===== src/hw/rtl/ggh_pkg.sv =====
// shared types, codes and constants of the go-to-goal heading and speed core
// no dependencies
package ggh_pkg;

	localparam int HOLD_START_DEF   = 200;
	localparam int CORDIC_STEPS_DEF = 16;
	localparam int CNT_W            = 5;
	localparam int HOLD_STEP        = 10;
	localparam int HOLD_FLOOR       = 10;
	localparam int PI_Q13           = 25736;
	localparam int TWO_PI_Q13       = 51472;
	localparam int HALF_PI_Q16      = 102944;
	localparam int INV_GAIN_Q30     = 652032874;
	localparam int DIV_STEPS        = 31;

	typedef enum logic [1:0] {
		KIND_ALL = 2'd0,
		KIND_YAW = 2'd1,
		KIND_X   = 2'd2,
		KIND_Y   = 2'd3
	} kind_t;

	typedef enum logic [2:0] {
		REG_GOAL_X    = 3'd0,
		REG_GOAL_Y    = 3'd1,
		REG_ALIGN_TOL = 3'd2,
		REG_TURN_SPD  = 3'd3,
		REG_MIN_SPD   = 3'd4,
		REG_ARRIVE    = 3'd5
	} reg_idx_t;

	typedef struct packed {
		logic             ld_pose;
		logic             diff;
		logic             rot;
		logic             cord_step;
		logic             mul_lo;
		logic             mul_hi;
		logic             sum;
		logic             ang;
		logic             div_init;
		logic             div_step;
		logic             load_out;
		logic [CNT_W-1:0] idx;
	} cmd_t;

	typedef struct packed {
		logic out_full;
	} status_t;

	// atan(2^-i) in q.16 radians, rounded to nearest
	function automatic logic [15:0] atan_q16(input logic [CNT_W-1:0] i);
		logic [15:0] r;
		case (i)
			5'd0:    r = 16'd51472;
			5'd1:    r = 16'd30386;
			5'd2:    r = 16'd16055;
			5'd3:    r = 16'd8150;
			5'd4:    r = 16'd4091;
			5'd5:    r = 16'd2047;
			5'd6:    r = 16'd1024;
			5'd7:    r = 16'd512;
			5'd8:    r = 16'd256;
			5'd9:    r = 16'd128;
			5'd10:   r = 16'd64;
			5'd11:   r = 16'd32;
			5'd12:   r = 16'd16;
			5'd13:   r = 16'd8;
			5'd14:   r = 16'd4;
			5'd15:   r = 16'd2;
			5'd16:   r = 16'd1;
			default: r = 16'd0;
		endcase
		return r;
	endfunction

endpackage


===== src/hw/rtl/ggh_ctrl.sv =====
// sequencer of the go-to-goal core: steps the datapath through one item
// depends on ggh_pkg
module ggh_ctrl import ggh_pkg::*; #(
	parameter int CORDIC_STEPS = CORDIC_STEPS_DEF
) (
	input  logic    clk,
	input  logic    arst_n,
	input  logic    in_valid,
	input  logic    out_stall,
	input  status_t st,
	output logic    busy,
	output cmd_t    cmd
);

	typedef enum logic [3:0] {
		S_IDLE, S_DIFF, S_ROT, S_CORD, S_MLO, S_MHI, S_SUM, S_ANG, S_DIVI, S_DIV, S_FIN
	} state_t;

	localparam logic [CNT_W-1:0] CORD_LAST = CNT_W'(CORDIC_STEPS - 1);
	localparam logic [CNT_W-1:0] DIV_LAST  = CNT_W'(DIV_STEPS - 1);

	state_t           state_q;
	logic [CNT_W-1:0] cnt_q;
	logic             fin_ok;

	assign fin_ok = !st.out_full || !out_stall;
	assign busy   = (state_q != S_IDLE);

	always_ff @(posedge clk or negedge arst_n) begin
		if (!arst_n) begin
			state_q <= S_IDLE;
			cnt_q   <= '0;
		end else begin
			unique case (state_q)
				S_IDLE: if (in_valid) state_q <= S_DIFF;
				S_DIFF: state_q <= S_ROT;
				S_ROT: begin
					cnt_q   <= '0;
					state_q <= S_CORD;
				end
				S_CORD: begin
					cnt_q <= cnt_q + 1'b1;
					if (cnt_q == CORD_LAST) state_q <= S_MLO;
				end
				S_MLO: state_q <= S_MHI;
				S_MHI: state_q <= S_SUM;
				S_SUM: state_q <= S_ANG;
				S_ANG: state_q <= S_DIVI;
				S_DIVI: begin
					cnt_q   <= '0;
					state_q <= S_DIV;
				end
				S_DIV: begin
					cnt_q <= cnt_q + 1'b1;
					if (cnt_q == DIV_LAST) state_q <= S_FIN;
				end
				S_FIN: if (fin_ok) state_q <= S_IDLE;
				default: state_q <= S_IDLE;
			endcase
		end
	end

	always_comb begin
		cmd           = '0;
		cmd.idx       = cnt_q;
		cmd.ld_pose   = (state_q == S_IDLE) && in_valid;
		cmd.diff      = (state_q == S_DIFF);
		cmd.rot       = (state_q == S_ROT);
		cmd.cord_step = (state_q == S_CORD);
		cmd.mul_lo    = (state_q == S_MLO);
		cmd.mul_hi    = (state_q == S_MHI);
		cmd.sum       = (state_q == S_SUM);
		cmd.ang       = (state_q == S_ANG);
		cmd.div_init  = (state_q == S_DIVI);
		cmd.div_step  = (state_q == S_DIV);
		cmd.load_out  = (state_q == S_FIN) && fin_ok;
	end

endmodule


===== src/hw/rtl/ggh_dpath.sv =====
// datapath of the go-to-goal core: pose, cordic, gain multiply, divider
// depends on ggh_pkg
module ggh_dpath import ggh_pkg::*; #(
	parameter int HOLD_START = HOLD_START_DEF
) (
	input  logic               clk,
	input  logic               arst_n,
	input  cmd_t               cmd,
	output status_t            st,
	input  logic               cfg_we,
	input  logic [2:0]         cfg_index,
	input  logic [31:0]        cfg_data,
	input  logic [1:0]         kind,
	input  logic signed [31:0] new_x,
	input  logic signed [31:0] new_y,
	input  logic signed [15:0] new_yaw,
	input  logic               out_stall,
	output logic               out_valid,
	output logic signed [15:0] heading_error,
	output logic [30:0]        drive_speed
);

	localparam logic [7:0] HOLD_LOAD = 8'(HOLD_START);

	logic signed [31:0] goal_x_q, goal_y_q;
	logic [14:0]        tol_q;
	logic [30:0]        turn_q, min_q, radius_q;
	logic signed [31:0] pose_x_q, pose_y_q;
	logic signed [15:0] pose_yaw_q;
	logic [7:0]         hold_q;

	logic signed [34:0] x_q, y_q;
	logic signed [19:0] z_q;
	logic [63:0]        acc_q, prod_q;
	logic [30:0]        dist_q;
	logic signed [17:0] err_q;
	logic               turn_sel_q;
	logic [7:0]         rem_q;
	logic [30:0]        quo_q;
	logic               out_valid_q;

	// config registers
	always_ff @(posedge clk or negedge arst_n) begin
		if (!arst_n) begin
			goal_x_q <= -32'sd655360;
			goal_y_q <= 32'sd655360;
			tol_q    <= 15'd573;
			turn_q   <= 31'd655;
			min_q    <= 31'd19661;
			radius_q <= 31'd6554;
		end else if (cfg_we) begin
			unique case (cfg_index)
				REG_GOAL_X:    goal_x_q <= cfg_data;
				REG_GOAL_Y:    goal_y_q <= cfg_data;
				REG_ALIGN_TOL: tol_q    <= cfg_data[14:0];
				REG_TURN_SPD:  turn_q   <= cfg_data[30:0];
				REG_MIN_SPD:   min_q    <= cfg_data[30:0];
				REG_ARRIVE:    radius_q <= cfg_data[30:0];
				default: ;
			endcase
		end
	end

	// saturated goal minus pose
	function automatic logic signed [31:0] sat_diff(input logic signed [31:0] a,
		input logic signed [31:0] b);
		logic signed [32:0] d;
		d = 33'(a) - 33'(b);
		if (d[32] != d[31]) return d[32] ? 32'sh8000_0000 : 32'sh7fff_ffff;
		return d[31:0];
	endfunction

	logic signed [34:0] xs, ys;
	logic signed [19:0] at;
	logic signed [16:0] bearing;
	logic signed [17:0] e0, e1, e2, mag_err;
	logic [33:0]        mag;
	logic [30:0]        dist_n;
	logic [8:0]         trial;
	logic [30:0]        spd;

	always_comb begin
		xs      = x_q >>> cmd.idx;
		ys      = y_q >>> cmd.idx;
		at      = 20'(atan_q16(cmd.idx));
		mag     = 34'((acc_q + (prod_q << 17) + 64'd536870912) >> 30);
		dist_n  = (mag > 34'h7fff_ffff) ? 31'h7fff_ffff : mag[30:0];
		bearing = 17'((z_q + 20'sd4) >>> 3);
		e0      = 18'(bearing) - 18'(pose_yaw_q);
		e1      = (e0 < -18'sd25736) ? e0 + 18'sd51472 : e0;
		e2      = (e1 > 18'sd25736) ? e1 - 18'sd51472 : e1;
		mag_err = e2[17] ? -e2 : e2;
		trial   = {rem_q, quo_q[30]};
		if (turn_sel_q) spd = turn_q;
		else spd = (quo_q < min_q) ? min_q : quo_q;
	end

	always_ff @(posedge clk or negedge arst_n) begin
		if (!arst_n) begin
			pose_x_q   <= '0;
			pose_y_q   <= '0;
			pose_yaw_q <= '0;
			hold_q     <= 8'(HOLD_FLOOR);
		end else begin
			if (cmd.ld_pose) begin
				case (kind)
					KIND_ALL: begin
						pose_x_q   <= new_x;
						pose_y_q   <= new_y;
						pose_yaw_q <= new_yaw;
					end
					KIND_YAW: pose_yaw_q <= new_yaw;
					KIND_X:   pose_x_q   <= new_x;
					default:  pose_y_q   <= new_y;
				endcase
			end
			if (cmd.ang) begin
				if ({1'b0, mag_err} > {4'b0, tol_q}) hold_q <= HOLD_LOAD;
				else if (hold_q < 8'(HOLD_FLOOR + HOLD_STEP)) hold_q <= 8'(HOLD_FLOOR);
				else hold_q <= hold_q - 8'(HOLD_STEP);
			end
		end
	end

	// working registers, no reset needed
	always_ff @(posedge clk) begin
		if (cmd.diff) begin
			x_q <= 35'(sat_diff(goal_x_q, pose_x_q));
			y_q <= 35'(sat_diff(goal_y_q, pose_y_q));
			z_q <= '0;
		end
		// left half plane: rotate into the right half first
		if (cmd.rot && x_q < 0) begin
			if (y_q >= 0) begin
				x_q <= y_q;
				y_q <= -x_q;
				z_q <= 20'sd102944;
			end else begin
				x_q <= -y_q;
				y_q <= x_q;
				z_q <= -20'sd102944;
			end
		end
		if (cmd.cord_step) begin
			if (y_q > 0) begin
				x_q <= x_q + ys;
				y_q <= y_q - xs;
				z_q <= z_q + at;
			end else if (y_q < 0) begin
				x_q <= x_q - ys;
				y_q <= y_q + xs;
				z_q <= z_q - at;
			end
		end
		// magnitude times inverse gain, split into two partial products
		if (cmd.mul_lo) prod_q <= 64'(x_q[16:0]) * 64'(INV_GAIN_Q30);
		if (cmd.mul_hi) begin
			acc_q  <= prod_q;
			prod_q <= 64'(x_q[32:17]) * 64'(INV_GAIN_Q30);
		end
		if (cmd.sum) dist_q <= dist_n;
		if (cmd.ang) begin
			err_q      <= e2;
			turn_sel_q <= ({1'b0, mag_err} > {4'b0, tol_q});
		end
		if (cmd.div_init) begin
			rem_q <= '0;
			quo_q <= dist_q;
		end
		// restoring divide, one quotient bit per step
		if (cmd.div_step) begin
			if (trial >= {1'b0, hold_q}) begin
				rem_q <= 8'(trial - {1'b0, hold_q});
				quo_q <= {quo_q[29:0], 1'b1};
			end else begin
				rem_q <= trial[7:0];
				quo_q <= {quo_q[29:0], 1'b0};
			end
		end
		if (cmd.load_out) begin
			if (dist_q < radius_q) begin
				heading_error <= '0;
				drive_speed   <= '0;
			end else begin
				heading_error <= err_q[15:0];
				drive_speed   <= spd;
			end
		end
	end

	always_ff @(posedge clk or negedge arst_n) begin
		if (!arst_n) out_valid_q <= 1'b0;
		else if (cmd.load_out) out_valid_q <= 1'b1;
		else if (!out_stall) out_valid_q <= 1'b0;
	end

	assign out_valid   = out_valid_q;
	assign st.out_full = out_valid_q;

endmodule


===== src/hw/rtl/go_to_goal_heading_speed_core.sv =====
// top level of the go-to-goal heading and speed core
// depends on ggh_pkg, ggh_ctrl, ggh_dpath
//
// usage:
// - input channel (in_valid / in_stall) carries one pose beat: kind selects
//   which of new_x, new_y, new_yaw update the stored pose
// - output channel (out_valid / out_stall) returns one beat per input beat:
//   heading_error (q3.13) and drive_speed (q15.16)
// - config port: cfg_we with cfg_index and cfg_data writes one register;
//   the user must write only while the core is idle, the core does not enforce it
// - an input beat passes through the pose difference, half-plane rotation,
//   one cordic step per cycle, two gain partial products, then a restoring
//   divider before it reaches the output beat
// - in_stall is high while an item is in work; the next beat is taken
//   the cycle after the result is loaded into the output register
// - if the receiver stalls, the result waits in the output register; a new
//   item can still be computed, it only waits at the final load
// - reset puts pose at zero, hold count at ten and registers at their
//   defaults; no output beat is pending after reset
module go_to_goal_heading_speed_core import ggh_pkg::*; #(
	parameter int HOLD_START   = HOLD_START_DEF,
	parameter int CORDIC_STEPS = CORDIC_STEPS_DEF
) (
	input  logic               clk,
	input  logic               arst_n,
	input  logic               in_valid,
	output logic               in_stall,
	input  logic [1:0]         kind,
	input  logic signed [31:0] new_x,
	input  logic signed [31:0] new_y,
	input  logic signed [15:0] new_yaw,
	output logic               out_valid,
	input  logic               out_stall,
	output logic signed [15:0] heading_error,
	output logic [30:0]        drive_speed,
	input  logic               cfg_we,
	input  logic [2:0]         cfg_index,
	input  logic [31:0]        cfg_data
);

	cmd_t    cmd;
	status_t st;
	logic    busy;

	// sequencer
	ggh_ctrl #(
		.CORDIC_STEPS(CORDIC_STEPS)
	) u_ctrl (
		.clk      (clk),
		.arst_n   (arst_n),
		.in_valid (in_valid),
		.out_stall(out_stall),
		.st       (st),
		.busy     (busy),
		.cmd      (cmd)
	);

	// arithmetic, pose state and output register
	ggh_dpath #(
		.HOLD_START(HOLD_START)
	) u_dpath (
		.clk          (clk),
		.arst_n       (arst_n),
		.cmd          (cmd),
		.st           (st),
		.cfg_we       (cfg_we),
		.cfg_index    (cfg_index),
		.cfg_data     (cfg_data),
		.kind         (kind),
		.new_x        (new_x),
		.new_y        (new_y),
		.new_yaw      (new_yaw),
		.out_stall    (out_stall),
		.out_valid    (out_valid),
		.heading_error(heading_error),
		.drive_speed  (drive_speed)
	);

	// a beat is taken only in idle
	assign in_stall = busy;

`ifndef SYNTHESIS
	a_busy_after_accept: assert property (@(posedge clk) disable iff (!arst_n)
		in_valid && !in_stall |=> in_stall)
		else $error("core not busy after input beat");

	a_out_hold: assert property (@(posedge clk) disable iff (!arst_n)
		out_valid && out_stall |=> out_valid && $stable(heading_error) && $stable(drive_speed))
		else $error("stalled output beat changed");

	a_out_from_work: assert property (@(posedge clk) disable iff (!arst_n)
		$rose(out_valid) |-> $past(in_stall))
		else $error("output beat without an item in work");
`endif

endmodule


===== config.mk =====
export PLATFORM = sky130hd
export DESIGN_NAME = go_to_goal_heading_speed_core
export DESIGN_NICKNAME = d
export VERILOG_FILES = /design/src/hw/rtl/ggh_pkg.sv /design/src/hw/rtl/ggh_ctrl.sv /design/src/hw/rtl/ggh_dpath.sv /design/src/hw/rtl/go_to_goal_heading_speed_core.sv
export SDC_FILE = /design/constraint.sdc
export NUM_CORES = 2
export LEC_CHECK = 0
export ABC_CLOCK_PERIOD_IN_PS = 9380
export BUFFER_PORTS_ARGS = -buffer_cell sky130_fd_sc_hd__buf_4
export CORE_MARGIN = 5
export CORE_UTILIZATION = 65
export CTS_CLUSTER_DIAMETER = 40
export CTS_CLUSTER_SIZE = 10
export DETAILED_ROUTE_END_ITERATION = 10
export GPL_TIMING_DRIVEN = 0
export PLACE_DENSITY = 0.9
export REMOVE_ABC_BUFFERS = 1
export SLEW_MARGIN = 20
export SYNTH_ARGS = -nofsm -noshare
export SYNTH_HDL_FRONTEND = slang
export SYNTH_SLANG_ARGS = --single-unit

===== constraint.sdc =====
create_clock -name clk -period 9.38 [get_ports clk]
set_input_delay 0.938 -clock clk [delete_from_list [all_inputs] [get_ports clk]]
set_output_delay 0.938 -clock clk [all_outputs]
set_load 0.01 [all_outputs]

==> Yosys cells after proc, flatten, opt, wreduce, memory -nomap -nowiden <==
Memories as Yosys holds them, arrays and structs flattened.
Cells that the tools add are included.
{ "op_classes": {"add_sub_neg": 20, "multipliers": 2, "n_lt_le_gt_ge": 12, "n_eq_ne": 26, "shifts": 2, "n_mux": 51, "bitwise": 1, "n_reduce_logical": 28} }
{ "ops": {"columns": ["op", "count"], "rows": [
  ["two-way mux 35 bit", 12],
  ["two-way mux 32 bit", 6],
  ["two-way mux 31 bit", 4],
  ["two-way mux 20 bit", 6],
  ["two-way mux 46 bit", 2],
  ["adder 35 bit", 2],
  ["less-than comparator 35 x 1 -> 1 bit (second input constant)", 2],
  ["negator 35 bit", 2],
  [">>> shifter 35 x 5 -> 35 bit", 2],
  ["subtractor 35 bit", 2],
  ["subtractor 32 x 32 -> 33 bit", 2],
  ["adder 47 x 64 -> 64 bit", 1],
  ["adder 64 x 30 -> 64 bit (second input constant)", 1],
  ["less-than comparator 31 bit", 2],
  ["two-way mux 18 bit", 3],
  ["multiplier 17 x 29 -> 46 bit (second input constant)", 1],
  ["multiplier 16 x 29 -> 45 bit (second input constant)", 1],
  ["case mux 4 bit (11 select lines)", 1],
  ["two-way mux 8 bit", 5],
  ["greater-or-equal comparator 35 x 1 -> 1 bit (second input constant)", 1],
  ["> comparator 35 x 1 -> 1 bit (second input constant)", 1],
  ["> comparator 34 x 31 -> 1 bit (second input constant)", 1],
  ["adder 20 x 17 -> 20 bit", 1],
  ["adder 20 x 4 -> 20 bit (second input constant)", 1],
  ["other kinds (42)", 80]
]} }
{ "word_totals": {"register_bits": 586, "rom_bits": 512, "in_bits": 122, "n_memories": 1} }
{ "mem_list": {"columns": ["memory", "words", "width", "rd", "rd_ports_with_merged_regs", "write_ports", "line_no", "rtl"], "rows": [
  ["(no name shown)", 32, 16, 1, 0, 0, "ggh_pkg.sv:54", "case (i)"]
]} }

==> Longest topological paths before layout <==
{ "logic_depth": {"ltp_word": 10, "mapped_depth": 50} }

==> Hierarchy <==
From an unflattened synthesis, not the netlist that was laid out.
{ "hier_totals": {"hier_cells": 6810, "hier_area_um2": 62135.8} }
{ "by_module_without_submodules": {"columns": ["mod", "instances", "cells_per_inst", "area_each_um2", "seq_area_each_um2"], "rows": [
  ["ggh_dpath", 1, 6735, 61497.7, 14630.3],
  ["ggh_ctrl", 1, 75, 638.1, 225.2]
]} }

==> Worst setup path before layout <==
OpenSTA, ideal clock, no wires.
{ "synth_path": {"path_kind": "flip-flop to flip-flop", "startpoint": "register u_dpath.z_q[2]", "endpoint": "register u_dpath.hold_q[3]", "setup_ns": 0.083, "arrival_ns": 8.579, "setup_slack_ns": 0.718, "path_stages_with_launch": 49, "n_path_buf": 3, "cell_sequence": "dfxtp_1 ha_1 nand2_1 or2_2 clkbuf_1 xnor2_1 ha_1 buf_2 nand2b_1 o311ai_2 ha_1 inv_1 nor3_2 a21oi_1 o31a_1 o211a_1 buf_4 nor2_8 [... 13 more ...] nor2_1 xnor2_1 ha_1 nand4_1 nor2_1 nor2_1 nand2_1 a21oi_1 nor2_1 a211oi_1 o21ai_0 a21o_1 o41a_1 or4_1 o311a_1 o311ai_4 nand3_2 o32a_1"} }
{ "synth_via": {"elab_chain_len": 10, "word_cells_on_any_way": 12, "classes_between": "add/sub (5); order compare (3); mux (4)"} }
{ "synth_lines": {"columns": ["item", "line_no", "rtl"], "rows": [
  ["start: declaration", "ggh_dpath.sv:33", "logic signed [19:0] z_q;"],
  ["start signal: assignment", "ggh_dpath.sv:141", "z_q <= -20'sd102944;"],
  ["start signal: assignment", "ggh_dpath.sv:148", "z_q <= z_q + at;"],
  ["start signal: assignment", "ggh_dpath.sv:152", "z_q <= z_q - at;"],
  ["adder 20 x 4 -> 20 bit *", "ggh_dpath.sv:88", "bearing = 17'((z_q + 20'sd4) >>> 3);"],
  ["subtractor 17 x 16 -> 18 bit *", "ggh_dpath.sv:89", "e0 = 18'(bearing) - 18'(pose_yaw_q);"],
  ["adder 18 x 17 -> 18 bit / less-than comparator 18 x 16 -> 1 bit (equally long branches)", "ggh_dpath.sv:90", "e1 = (e0 < -18'sd25736) ? e0 + 18'sd51472 : e0;"],
  ["two-way mux 18 bit *", "ggh_dpath.sv:90", null],
  ["subtractor 18 x 17 -> 18 bit / > comparator 18 x 16 -> 1 bit (equally long branches)", "ggh_dpath.sv:91", "e2 = (e1 > 18'sd25736) ? e1 - 18'sd51472 : e1;"],
  ["two-way mux 18 bit *", "ggh_dpath.sv:91", null],
  ["negator 18 bit", "ggh_dpath.sv:92", "mag_err = e2[17] ? -e2 : e2;"],
  ["two-way mux 18 bit *", "ggh_dpath.sv:92", null],
  ["> comparator 18 x 15 -> 1 bit *", "ggh_dpath.sv:118", "if ({1'b0, mag_err} > {4'b0, tol_q}) hold_q <= HOLD_LOAD;"],
  ["two-way mux 8 bit *", "ggh_dpath.sv:118", null],
  ["end signal: assignment", "ggh_dpath.sv:103", "hold_q <= 8'(HOLD_FLOOR);"],
  ["end signal: assignment", "ggh_dpath.sv:119", "else if (hold_q < 8'(HOLD_FLOOR + HOLD_STEP)) hold_q <= 8'(HOLD_FLOOR);"],
  ["end signal: assignment", "ggh_dpath.sv:120", "else hold_q <= hold_q - 8'(HOLD_STEP);"],
  ["end: declaration", "ggh_dpath.sv:30", "logic [7:0] hold_q;"]
]} }
Mark *: on every way between the ends. The rest lies on a longest branch, timed or not.
A chain may end at the register's enable or synchronous reset.

==> Worst setup path after layout <==
{ "layout_path": {"startpoint": "register u_dpath.z_q[4]", "endpoint": "register u_dpath.hold_q[3]"} }
The elaborated chain is that of the path after synthesis.

==> impl_metrics.json <==
{
  "status": "complete, but fails checks",
  "violations": "antenna rules",
  "synth_seq_cells": 568,
  "setup_viol": 0,
  "cts.htree.levels": 3,
  "clkSinkCount": 568,
  "fp.dieW_um": 319,
  "core_um2": 94900,
  "final_common_cell": "inv_1",
  "via_per_inst": 6.76,
  "dp.final_hpwl_um": 158000,
  "port_buffers": 170,
  "worstMarginPinSlew_ns": 1.19,
  "worstPathRequired_ns": 10.00,
  "critPathMaxFanout": 7,
  "wl_um": 213000,
  "vias": 55600,
  "cts_tree": "done",
  "start_util_pct": 65.3,
  "groute.usage.overall_pct": 40.2,
  "area_growth_syn_to_layout_pct": 10.9,
  "drc": 0,
  "crit_slowest_cell": "dfxtp_2",
  "max_stage_delay_ns": 0.43,
  "ff2ff_setup_slack_ns": 0.13,
  "hold_path.class": "in2async",
  "grt_max_degree": 85,
  "slew_viol_final": 0,
  "numCtsBuffers": 92,
  "critPathCaptureType": "flop",
  "clk_latency_ns": 0.70,
  "ant_nets": 1,
  "gp_congestion": 1.02,
  "fin_skew_ns": 0.0413,
  "worst_slew_margin_rel_pct": 19.8,
  "synth_edf_count": 208,
  "fillers": 6552,
  "tns_ns": 0,
  "nets": 8116,
  "overflow": 0,
  "cts-root-buf": "clkbuf_16",
  "clk_pin_slew_ns": 0.06,
  "syn_inst": 6807,
  "layout-drive-gt1-share_pct": 13.3,
  "pin_count": 171,
  "period_needed_ns": 9.25,
  "start_kind": "flop",
  "maxCapViolCount": 0,
  "first_pass_iters": 10,
  "cp.buffers_inverters": 3,
  "fin_crit_sh_pct": 98.6,
  "crit_type": "reg2reg",
  "drtIter0Drc": 7526,
  "die_y_um": 319,
  "final_cell_mix": "inv_1, ha_1, nand2_1",
  "grt_pass1_wl_um": 321000,
  "avgSynthCellArea_um2": 9.10,
  "yosysSeqAreaShare_pct": 24.0,
  "yosys_warnings": 0,
  "rsz0062_at_grt": "true",
  "path_delay_family": "compound AO/OA/AOI/OAI gates",
  "final-hold-violation-count": 0,
  "grt_pass1_vias": 54400,
  "max_freq_mhz": 108,
  "synth_area_um2": 62000,
  "synthArstFlopShare_pct": 47.4,
  "dieArea_um2": 102000,
  "synth.distinct_cells": 113,
  "clockBufferDepth": 3,
  "antenna_found_initial": 11,
  "synth_flop_cell": "dfrtp_1",
  "wire_per_inst_um": 25.9,
  "arrival_ns": 9.86,
  "fp-row-count": 113
}
==> state kept, by name, indices dropped and copies added (netlist names), 4 cells and up <==
| name | cells |
|---|---|
| u_dpath.min_q | 31 |
| u_dpath.drive_speed | 31 |
| u_dpath.radius_q | 31 |
| u_dpath.goal_x_q | 32 |
| u_dpath.y_q | 35 |
| u_dpath.acc_q | 29 |
| u_dpath.pose_yaw_q | 16 |
| u_dpath.goal_y_q | 32 |
| u_dpath.hold_q | 7 |
| u_dpath.heading_error | 16 |
| u_dpath.quo_q | 31 |
| u_dpath.rem_q | 8 |
| u_dpath.tol_q | 15 |
| u_dpath.z_q | 20 |
| u_ctrl.cnt_q | 5 |
| u_dpath.prod_q | 46 |
| u_dpath.err_q | 16 |
| u_dpath.x_q | 35 |
| u_dpath.pose_y_q | 32 |
| u_dpath.dist_q | 31 |
| u_dpath.pose_x_q | 32 |
| u_dpath.turn_q | 31 |
| u_ctrl.state_q | 4 |
==> synthesized netlist by cell type (all sizes together), types with 89 or more instances <==
master  count  area [um2]
a211oi     89         703
fa        392        7850
inv       797        2990
xor2      104         911
nor3      120         626
ha        740        9260
o21ai     461        2310
dfxtp      91        1820
nand2     578        2170
xnor2     165        1480
dfrtp     224        5610
a21oi     373        1880
mux2      218        2450
clkbuf    244         917
edfxtp    208        6250
nand3     106         536
a21o      115         863
mux2i     104        1050
nor2      455        1740
==> stage by stage <==
step / setup slack (ns) / hold WS (ns) / cell area [um2] / cells / utilization [%]
floorplan: 0.0231 / 0.433 / 60800 / 6514 / -
detailed placement: -1.31 / 0.462 / 64800 / 8003 / 68.3
global route: -0.342 / 0.234 / 68700 / 8211 / 72.4
finish: 0.134 / 0.199 / 68700 / 8221 / 72.4
global placement: -6.50 / 0.451 / 63700 / 7949 / 67.2
CTS: 0.00443 / 0.193 / 68200 / 8191 / 71.9
==> area by class of cell <==
class	count	area, um2	share of cell area [%]
Multi-Input combinational cell	5148	43600	63.5
Sequential cell	568	14900	21.7
Inverter	798	3000	4.37
Clock buffer	131	2580	3.75
Timing Repair Buffer	254	2400	3.49
Tap cell	1265	1580	2.30
Clock inverter	42	567	0.825
Antenna cell	15	37.5	0.0546
==> layer usage <==
metal | part of all wire, % | up-vias | global-route usage (%)
li1 | - | 24100 | -
met2 | 43 | 3896 | 60.8
met4 | 7.1 | 4 | 22.8
met1 | 37 | 26700 | 53.0
met3 | 12 | 869 | 10.4
met5 | 0.012 | - | 0
==> timing repair <==
item	in CTS	in global routing
endpoints found under the setup margin	8	11
gates resized for setup	32	79
hold buffers	0	0
pin swaps	14	22
buffers inserted	15	14
==> kinds of logic (layout without fill, tap and decap cells) <==
| kind of cell | after synthesis | count (layout) | synth area share [%] |
|---|---|---|---|
| muxes | 364 | 364 | 7.19 |
| DFF | 568 | 568 | 24.0 |
| buffers and inverters | 1091 | 1225 | 6.66 |
| adders and majority gates | 1132 | 1132 | 27.6 |
| xor gates and xnor gates | 269 | 269 | 3.86 |
| other | 1 | 16 | 0.00605 |
| AOI/OAI and AO/OA | 1699 | 1699 | 18.0 |
| and+or+nand+nor | 1683 | 1683 | 12.7 |
==> final timing paths <==
path,start,endpoint,cells past startpoint
min,arst_n,u_dpath.pose_x_q[1],1
max,u_dpath.z_q[4],u_dpath.hold_q[3],44
max in group asynchronous,arst_n,u_dpath.min_q[11],3
min in group clk,new_y[9],u_dpath.pose_y_q[9],2
max reg2reg,u_dpath.z_q[4],u_dpath.hold_q[3],44
min reg2reg,u_dpath.prod_q[45],u_dpath.acc_q[45],0
Power is not shown: default switching activity piles up to over one toggle a cycle in this logic, so the estimate is an artifact.
